$ cat src/sv/kf_pkg.sv
// Shared types and constants for the scalar Kalman filter.
// Used by kf_div, kf_smul and scalar_kalman_filter; no dependencies.
`timescale 1ns / 1ps
`default_nettype none

package kf_pkg;

    localparam int DATA_W    = 32;              // Q16.16 words
    localparam int FRAC_BITS = 16;
    localparam int GAIN_W    = FRAC_BITS + 1;   // gain of exactly 1.0 must fit
    localparam int DIFF_W    = DATA_W + 1;      // z - x and its magnitude
    localparam int DEN_W     = DATA_W + 1;      // prior + R
    localparam int CNT_W     = $clog2(GAIN_W);

    localparam logic [GAIN_W-1:0] GAIN_ONE = GAIN_W'(1) << FRAC_BITS;
    localparam logic [CNT_W-1:0]  LAST_STEP = CNT_W'(GAIN_W - 1);

    typedef logic [0:0] t_cfg_idx;
    localparam t_cfg_idx REG_PROCESS_NOISE     = 1'b0;
    localparam t_cfg_idx REG_MEASUREMENT_NOISE = 1'b1;

    typedef enum logic [2:0] {
        S_IDLE,
        S_PREP,
        S_DIV,
        S_MLOAD,
        S_MUL,
        S_FIN
    } t_state;

    // sequencing for the serial units
    typedef struct packed {
        logic load;
        logic step;
    } t_ser_ctl;

endpackage

`default_nettype wire

$ cat src/sv/kf_div.sv
// Restoring divider, one quotient bit per step, MSB first.
// Quotient = floor(dividend * 2^FRAC_BITS / divisor); uses kf_pkg.
`timescale 1ns / 1ps
`default_nettype none

module kf_div #(
    parameter int NUM_W = kf_pkg::DATA_W,
    parameter int DEN_W = kf_pkg::DEN_W,
    parameter int Q_W   = kf_pkg::GAIN_W
) (
    input  wire logic             i_clk,
    input  wire kf_pkg::t_ser_ctl i_ctl,
    input  wire logic [NUM_W-1:0] i_dividend,
    input  wire logic [DEN_W-1:0] i_divisor,
    output logic      [Q_W-1:0]   o_quotient
);
    import kf_pkg::*;

    localparam int REM_W = DEN_W + 1;

    logic [REM_W-1:0] r_rem;
    logic [Q_W-1:0]   r_q;
    logic             r_first;
    logic [REM_W-1:0] trial;
    logic             ge;

    // first step tests the unshifted dividend: that gives the integer bit
    assign trial = r_first ? r_rem : {r_rem[REM_W-2:0], 1'b0};
    assign ge    = trial >= {1'b0, i_divisor};

    always_ff @(posedge i_clk) begin
        if (i_ctl.load) begin
            r_rem   <= REM_W'(i_dividend);
            r_q     <= '0;
            r_first <= 1'b1;
        end else if (i_ctl.step) begin
            r_rem   <= ge ? (trial - {1'b0, i_divisor}) : trial;
            r_q     <= {r_q[Q_W-2:0], ge};
            r_first <= 1'b0;
        end
    end

    assign o_quotient = r_q;

endmodule

`default_nettype wire

$ cat src/sv/kf_smul.sv
// Shift-add multiplier, one multiplier bit per step, LSB first.
// Gives product >> (ML_W - 1) after ML_W steps; uses kf_pkg.
`timescale 1ns / 1ps
`default_nettype none

module kf_smul #(
    parameter int MC_W = kf_pkg::DIFF_W,
    parameter int ML_W = kf_pkg::GAIN_W
) (
    input  wire logic             i_clk,
    input  wire kf_pkg::t_ser_ctl i_ctl,
    input  wire logic [MC_W-1:0]  i_mcand,
    input  wire logic [ML_W-1:0]  i_mplier,
    output logic      [MC_W:0]    o_prod_hi
);
    import kf_pkg::*;

    logic [MC_W-1:0] r_mc;
    logic [ML_W-1:0] r_ml;
    logic [MC_W-1:0] r_acc;
    logic            r_out_bit;
    logic [MC_W:0]   sum;

    // upper partial sum only; low bits fall out one per step
    assign sum = {1'b0, r_acc} + (r_ml[0] ? {1'b0, r_mc} : '0);

    always_ff @(posedge i_clk) begin
        if (i_ctl.load) begin
            r_mc      <= i_mcand;
            r_ml      <= i_mplier;
            r_acc     <= '0;
            r_out_bit <= 1'b0;
        end else if (i_ctl.step) begin
            r_acc     <= sum[MC_W:1];
            r_out_bit <= sum[0];
            r_ml      <= r_ml >> 1;
        end
    end

    assign o_prod_hi = {r_acc, r_out_bit};

endmodule

`default_nettype wire

$ cat src/sv/scalar_kalman_filter.sv
// Scalar Kalman filter (A = 1, H = 1), Q16.16 fixed point, bit-serial datapath.
// Depends on kf_pkg, kf_div and kf_smul.
`timescale 1ns / 1ps
`default_nettype none

// Channel      Direction  Handshake                  Payload
// -----------  ---------  -------------------------  -------------------------
// measurement  in         i_in_valid / o_in_stall    i_measurement  s32 Q16.16
// estimate     out        o_out_valid / i_out_stall  o_estimate     s32 Q16.16
// config       in         i_cfg_we                   i_cfg_index, i_cfg_data
//
// After the input transfer the filter runs a prep step, 17 divider steps for
// the gain, a load, 17 shift-add steps (both products run side by side, one on
// the gain and one on 1 - gain) and a finish step that raises o_out_valid.
// Synchronous active-low reset clears state to estimate 0, covariance 0 and
// the noise registers to 20.0 and 200.0.
// The input is taken only in idle; a finished result sits in the output
// register while the next measurement transfers, and the finish step waits
// if the previous result is still stalled there.

module scalar_kalman_filter (
    input  wire logic                      i_clk,
    input  wire logic                      i_rst_n,
    // measurement channel
    input  wire logic                      i_in_valid,
    output logic                           o_in_stall,
    input  wire logic [kf_pkg::DATA_W-1:0] i_measurement,
    // estimate channel
    output logic                           o_out_valid,
    input  wire logic                      i_out_stall,
    output logic      [kf_pkg::DATA_W-1:0] o_estimate,
    // configuration
    input  wire logic                      i_cfg_we,
    input  wire kf_pkg::t_cfg_idx          i_cfg_index,
    input  wire logic [kf_pkg::DATA_W-1:0] i_cfg_data
);
    import kf_pkg::*;

    localparam logic [DATA_W-1:0] Q_RESET = DATA_W'(1310720);
    localparam logic [DATA_W-1:0] R_RESET = DATA_W'(13107200);

    // state and configuration
    t_state              r_state, n_state;
    logic [CNT_W-1:0]    r_cnt, n_cnt;
    logic [DATA_W-1:0]   r_q_noise;
    logic [DATA_W-1:0]   r_r_noise;
    logic [DATA_W-1:0]   r_est;
    logic [DATA_W-1:0]   r_cov;
    logic                r_out_valid;
    logic [DATA_W-1:0]   r_out_est;

    // per-item working registers
    logic [DATA_W-1:0]   r_prior;
    logic [DIFF_W-1:0]   r_diff;
    logic [DEN_W-1:0]    r_denom;
    logic                r_dz;
    logic                r_neg;
    logic [DIFF_W-1:0]   r_mag;

    t_ser_ctl            div_ctl, mul_ctl;
    logic                in_xfer, out_xfer, fin_fire;
    logic [DATA_W:0]     sum_pq;
    logic [DATA_W-1:0]   prior_sat;
    logic [DIFF_W-1:0]   diff;
    logic [GAIN_W-1:0]   quot, gain;
    logic [DIFF_W:0]     est_prod;
    logic [DATA_W:0]     cov_prod;
    logic [DIFF_W-1:0]   dmag;
    logic [DIFF_W-1:0]   x_new;

    assign in_xfer  = i_in_valid && !o_in_stall;
    assign out_xfer = r_out_valid && !i_out_stall;

    // prior = P + Q, saturating at all ones
    assign sum_pq    = {1'b0, r_cov} + {1'b0, r_q_noise};
    assign prior_sat = sum_pq[DATA_W] ? '1 : sum_pq[DATA_W-1:0];
    assign diff      = {i_measurement[DATA_W-1], i_measurement} - {r_est[DATA_W-1], r_est};

    // zero divisor forces zero gain
    assign gain = r_dz ? '0 : quot;
    assign dmag = est_prod[DIFF_W-1:0];

    // x + sign(diff) * dmag with one adder: invert and carry in when negative
    assign x_new = {r_est[DATA_W-1], r_est} + (r_neg ? ~dmag : dmag) + DIFF_W'(r_neg);

    always_comb begin
        n_state    = r_state;
        n_cnt      = r_cnt;
        div_ctl    = '0;
        mul_ctl    = '0;
        fin_fire   = 1'b0;
        o_in_stall = 1'b1;
        unique case (r_state)
            S_IDLE: begin
                o_in_stall = 1'b0;
                if (i_in_valid) n_state = S_PREP;
            end
            S_PREP: begin
                div_ctl.load = 1'b1;
                n_cnt        = '0;
                n_state      = S_DIV;
            end
            S_DIV: begin
                div_ctl.step = 1'b1;
                n_cnt        = r_cnt + CNT_W'(1);
                if (r_cnt == LAST_STEP) n_state = S_MLOAD;
            end
            S_MLOAD: begin
                mul_ctl.load = 1'b1;
                n_cnt        = '0;
                n_state      = S_MUL;
            end
            S_MUL: begin
                mul_ctl.step = 1'b1;
                n_cnt        = r_cnt + CNT_W'(1);
                if (r_cnt == LAST_STEP) n_state = S_FIN;
            end
            S_FIN: begin
                // wait for the output register to free up
                if (!r_out_valid || !i_out_stall) begin
                    fin_fire = 1'b1;
                    n_state  = S_IDLE;
                end
            end
            default: n_state = S_IDLE;
        endcase
    end

    always_ff @(posedge i_clk) begin
        if (!i_rst_n) begin
            r_state     <= S_IDLE;
            r_cnt       <= '0;
            r_out_valid <= 1'b0;
            r_est       <= '0;
            r_cov       <= '0;
            r_q_noise   <= Q_RESET;
            r_r_noise   <= R_RESET;
        end else begin
            r_state <= n_state;
            r_cnt   <= n_cnt;
            if (i_cfg_we) begin
                unique case (i_cfg_index)
                    REG_PROCESS_NOISE:     r_q_noise <= i_cfg_data;
                    REG_MEASUREMENT_NOISE: r_r_noise <= i_cfg_data;
                    default: ;
                endcase
            end
            if (fin_fire) begin
                r_est       <= x_new[DATA_W-1:0];
                r_cov       <= cov_prod[DATA_W-1:0];
                r_out_valid <= 1'b1;
            end else if (out_xfer) begin
                r_out_valid <= 1'b0;
            end
        end
    end

    // datapath registers, no reset
    always_ff @(posedge i_clk) begin
        if (in_xfer) begin
            r_prior <= prior_sat;
            r_diff  <= diff;
        end
        if (r_state == S_PREP) begin
            r_denom <= {1'b0, r_prior} + {1'b0, r_r_noise};
            r_dz    <= (r_prior == '0) && (r_r_noise == '0);
            r_neg   <= r_diff[DIFF_W-1];
            r_mag   <= r_diff[DIFF_W-1] ? (~r_diff + DIFF_W'(1)) : r_diff;
        end
        if (fin_fire) r_out_est <= x_new[DATA_W-1:0];
    end

    assign o_out_valid = r_out_valid;
    assign o_estimate  = r_out_est;

    // gain = floor(prior * 2^16 / (prior + R))
    kf_div #(
        .NUM_W (DATA_W),
        .DEN_W (DEN_W),
        .Q_W   (GAIN_W)
    ) u_div (
        .i_clk      (i_clk),
        .i_ctl      (div_ctl),
        .i_dividend (r_prior),
        .i_divisor  (r_denom),
        .o_quotient (quot)
    );

    // |diff| * gain >> 16
    kf_smul #(
        .MC_W (DIFF_W),
        .ML_W (GAIN_W)
    ) u_mul_est (
        .i_clk     (i_clk),
        .i_ctl     (mul_ctl),
        .i_mcand   (r_mag),
        .i_mplier  (gain),
        .o_prod_hi (est_prod)
    );

    // prior * (1 - gain) >> 16
    kf_smul #(
        .MC_W (DATA_W),
        .ML_W (GAIN_W)
    ) u_mul_cov (
        .i_clk     (i_clk),
        .i_ctl     (mul_ctl),
        .i_mcand   (r_prior),
        .i_mplier  (GAIN_ONE - gain),
        .o_prod_hi (cov_prod)
    );

    // gain never exceeds 1.0 when the products start
    a_gain_range: assert property (@(posedge i_clk) disable iff (!i_rst_n)
        (r_state == S_MLOAD) |-> (gain <= GAIN_ONE))
        else $error("gain above one");

    // posterior covariance never exceeds the prior it came from
    a_cov_shrinks: assert property (@(posedge i_clk) disable iff (!i_rst_n)
        fin_fire |=> (r_cov <= $past(r_prior)))
        else $error("covariance grew in update");

    // a result never overwrites one that is still stalled
    a_no_overwrite: assert property (@(posedge i_clk) disable iff (!i_rst_n)
        (r_out_valid && i_out_stall) |-> !fin_fire)
        else $error("result overwritten");

    // input is only taken with the serial units at rest
    a_accept_idle: assert property (@(posedge i_clk) disable iff (!i_rst_n)
        in_xfer |=> (r_state == S_PREP))
        else $error("transfer outside idle");

endmodule

`default_nettype wire
$ cat config.mk
export PLATFORM = sky130hd
export DESIGN_NAME = scalar_kalman_filter
export DESIGN_NICKNAME = d
export VERILOG_FILES = /design/src/sv/kf_pkg.sv /design/src/sv/kf_div.sv /design/src/sv/kf_smul.sv /design/src/sv/scalar_kalman_filter.sv
export SDC_FILE = /design/constraint.sdc
export NUM_CORES = 1
export LEC_CHECK = 0
export ABC_AREA = 1
export BUFFER_PORTS_ARGS = -buffer_cell sky130_fd_sc_hd__buf_2
export CAP_MARGIN = 15
export CORE_UTILIZATION = 60
export CTS_CLUSTER_SIZE = 25
export DETAILED_ROUTE_END_ITERATION = 10
export PLACE_DENSITY = 0.77
export SYNTH_ARGS = -nofsm -noshare
export SYNTH_HDL_FRONTEND = slang
export SYNTH_SLANG_ARGS = --single-unit
$ cat constraint.sdc
create_clock -name i_clk -period 7.45 [get_ports i_clk]
set_clock_uncertainty 0.1 [all_clocks]
set_input_delay 0.745 -clock i_clk [delete_from_list [all_inputs] [get_ports i_clk]]
set_output_delay 0.745 -clock i_clk [all_outputs]
set_load 0.03 [all_outputs]
==> flow_summary_export.csv <==
group,metric,value,unit
detailed_routing,postRouteWirelength,106,mm
detailed_routing,drc,0,
worst_setup_path,start_kind,"register",
clock_network,htreeDepth,2,
placed_design,dp_hpwl,82.2,mm
worst_setup_path,path_cells,"buf_4 > inv_4 > or2_2 > o21ai_0 > inv_1 > ha_1 > nand2_1 > inv_1 > a21oi_1 > nand2_1 > nand2_1 > nand3_2 > nand2_4 > nand2_8 > inv_4 > nand2_1 > nand3_1 > nand2_1",
grt,grt-ovfl-total,0,
clock_network,cts_made_buffers,55,
synthesis,synth-seq-cells,520,
timing,slew_headroom,31.1,%
worst_setup_path,cp_slowest_stage_delay,0.39,ns
worst_setup_path,reg2regPathDepth,18,
floorplanning,die-area,59700,µm²
floorplanning,die_x,244,µm
power_and_ir_drop,p_leak,18.7,nW
detailed_routing,firstDrtPassIters,5,
grt,grt_pass1_vias,29902,
synthesis,synthFlopType,"edfxtp_1",
synthesis,yosys.cell_types.count,52,
synthesis,syn_avg_cell_area,7.16,µm²
timing,hold_viol,0,
synthesis,synthMuxAreaShare,0,%
power_and_ir_drop,vdd_drop_max,484,µV
worst_setup_path,crit_fanout,45,
floorplanning,core_area,57900,µm²
timing,finalSetupViolations,0,
timing,finalSetupTns,0,ns
worst_setup_path,rr_startpoint,"u_div.r_first$_SDFFE_PP1P_",
status,status,"completed",
timing,worstMarginPinSlew,1.03,ns
worst_setup_path,cp-end-kind,"register",
synthesis,synth.most_common_cell,"nand2_1",
synthesis,yosys.area_share.simple,27.7,%
run,cap_violations,0,
synthesis,synth_compound_area_share,12.1,%
timing,period_minus_slack,3.97,ns
placed_design,numPortBuffers,103,
synthesis,synthXorXnorAreaFrac,4.65,%
detailed_routing,num_vias,32607,
worst_setup_path,cpMaxStageDelayCell,"buf_4",
synthesis,netlist_instances,4924,
clock_network,cts.repair.resized,0,
detailed_routing,routedWlPerCell,18.2,µm
worst_setup_path,crit_required,7.72,ns
synthesis,synth_top_family_by_area,"simple AND/OR/NAND/NOR gates",
clock_network,clock-sinks,520,
final_layout,syn_to_final_growth,8.60,%
final_layout,num-nets-final,5304,
clock_network,cts_hold_buf,0,
final_layout,final_util,66.1,%
synthesis,syn-cell-area,35200,µm²
floorplanning,pin_count,104,
worst_setup_path,crit_top_cell,"nand2_1",
timing,max_clock_freq,252,MHz
worst_setup_path,worstPathArrival,4.23,ns
worst_hold_path,hold_start,"i_cfg_data[19]",
worst_hold_path,hp-class,"primary input to register",
detailed_routing,postRouteAntennaNets,0,
timing,rsz0062_at_grt,"false",
synthesis,synth_area_leaders,"edfxtp_1, nand2_1, dfxtp_1",
clock_network,insertion_delay,0.65,ns
clock_network,cts_tree,"done",
floorplanning,start_util,60.8,%
synthesis,ys_top_cells_by_count,"nand2_1, inv_1, nor2_1, o21ai_0, a21oi_1",
floorplanning,die_height,244,µm
worst_setup_path,criticalPathCategory,"register to register",
synthesis,syn-num-nets,5229,
synthesis,yosysSeqAreaShare,37.9,%
worst_hold_path,hold_depth,3,
final_layout,drive_above_1_share,6.00,%
grt,grt_pass1_wl,164,mm
clock_network,cts-root-buf,"clkbuf_16",
floorplanning,row_count,88,
timing,finalCritPeriodShare,53.3,%
clock_network,clkTransAtPathRegs,0.07,ns
grt,grt_util_all_layers,35.1,%
synthesis,synth_largest_area_cell,"edfxtp_1",
detailed_routing,dr.first_iter.drc_count,3318,
final_layout,fill_cells,5221,
synthesis,synth_edf_count,296,
power_and_ir_drop,powerDensity,395,nW/µm²
worst_setup_path,rrSetupSlack,3.48,ns
synthesis,async_reset_ff_share,0,%
clock_network,max-clock-path-buffers,3,
grt,grt_max_degree,85,
synthesis,synth_top_area_share,25.2,%
placed_design,gp_congestion,0.991,
timing,maxSlewViolCount,0,
synthesis,synth_fa_ha_area_share,8.49,%
worst_hold_path,hold_path_end,"r_r_noise[19]$_SDFFE_PN1P_",
detailed_routing,vias_per_cell,5.61,
synthesis,ys_warn_count,0,
grt,antenna_found_initial,2,
worst_setup_path,rr_endpoint,"u_div.r_rem[22]$_DFFE_PP_",
clock_network,cts_setup_buffers,0,
[how the worst max path moves through the flow]
stage	from	to	slack, ns
2_1_floorplan	r_state[0]$_SDFFE_PN0P_	r_diff[0]$_DFFE_PP_	3.34
3_3_place_gp	u_div.r_first$_SDFFE_PP1P_	u_div.r_rem[7]$_DFFE_PP_	3.64
3_5_place_dp	u_div.r_first$_SDFFE_PP1P_	u_div.r_rem[19]$_DFFE_PP_	3.57
4_1_cts	u_div.r_first$_SDFFE_PP1P_	u_div.r_rem[19]$_DFFE_PP_	3.55
5_1_grt	u_div.r_first$_SDFFE_PP1P_	u_div.r_rem[3]$_DFFE_PP_	3.22
6_report	u_div.r_first$_SDFFE_PP1P_	u_div.r_rem[22]$_DFFE_PP_	3.48
[layout make-up]
| type | count | area [µm²] | share of cell area, % |
|---|---|---|---|
| Tap cell | 765 | 957 | 2.50 |
| Clock inverter | 33 | 285 | 0.745 |
| Clock buffer | 71 | 1550 | 4.05 |
| Inverter | 730 | 2750 | 7.18 |
| Antenna cell | 1 | 2.50 | 0.00654 |
| Timing Repair Buffer | 127 | 696 | 1.82 |
| Multi-Input combinational cell | 3565 | 18700 | 48.8 |
| Sequential cell | 520 | 13400 | 34.9 |
[routing by layer]
layer | wire [µm] | vias up | global-route usage, %
met5 | 17 | - | 0
met4 | 3050 | 2 | 10.8
met3 | 9150 | 185 | 5.08
met2 | 46200 | 1248 | 54.7
met1 | 47400 | 14975 | 50.3
li1 | - | 16197 | -
[state kept, by name (all words and copies together) (netlist names), 5 cells and up]
register,count
r_prior,32
r_diff,33
r_r_noise,32
u_div.o_quotient,17
r_est,32
r_cov,32
u_mul_cov.r_acc,32
r_cnt,5
u_mul_cov.r_mc,32
u_div.r_rem,34
r_q_noise,32
u_mul_est.r_mc,33
u_mul_est.r_acc,33
r_mag,33
r_denom,33
u_mul_cov.r_ml,17
o_estimate,32
u_mul_est.r_ml,17
[power by group]
group          total [mW]  internal [mW]  switching, mW
Sequential           4.67           4.08          0.587
Clock                2.80           1.56           1.24
Combinational        7.63           2.42           5.21
[cells by family (layout without fill, tap and decap cells)]
logic type | after synthesis | after routing
other cells | 0 | 1
xor+xnor | 187 | 187
simple gates | 2359 | 2359
flops | 520 | 520
fa+ha+maj | 235 | 235
buf+inv | 839 | 961
compound gates | 784 | 784
[metrics by stage]
step	std cells	area, µm²	setup slack, ns	hold slack (ns)	power [mW]
finish	5812	38300	3.48	0.253	15.1
global route	5811	38300	3.22	0.260	16.2
CTS	5811	38300	3.55	0.225	15.0
detailed placement	5707	36400	3.57	0.305	12.1
global placement	5707	36400	3.64	0.301	12.1
floorplan	4924	35200	3.34	0.300	10.0
[critical path: cells and delay by family (launching register included)]
kind / cells / cell delay, ns
AND/OR/NAND/NOR: 10 / 1.49
buffers and inverters: 5 / 1.07
adder cells (fa/ha/maj): 1 / 0.34
flip-flops: 1 / 0.32
AO/OA/AOI/OAI: 2 / 0.30
[cell usage in the layout, fill, tap and decap left out, drive strengths merged]
| cell type | instances |
|---|---|
| o22ai | 17 |
| xnor2 | 46 |
| buf | 127 |
| a31o | 4 |
| nand4 | 50 |
| fa | 7 |
| inv | 733 |
| a21oi | 310 |
| a31oi | 22 |
| nor4 | 27 |
| ha | 228 |
| clkinv | 26 |
| clkinvlp | 2 |
| o21a | 12 |
| a21boi | 10 |
| nand2 | 1267 |
| nor3 | 49 |
| nand3 | 305 |
| o221a | 1 |
| bufinv | 2 |
| edfxtp | 296 |
| xor2 | 141 |
| nand2b | 2 |
| clkbuf | 71 |
| o21bai | 36 |
| dfxtp | 224 |
| and2 | 3 |
| o211ai | 10 |
| o21ai | 332 |
| a2111oi | 2 |
| a21o | 23 |
| and3 | 2 |
| o31ai | 5 |
| nand3b | 6 |
| nor2 | 618 |
| or2 | 30 |
| diode | 1 |
(Power assumes the default switching activity.)
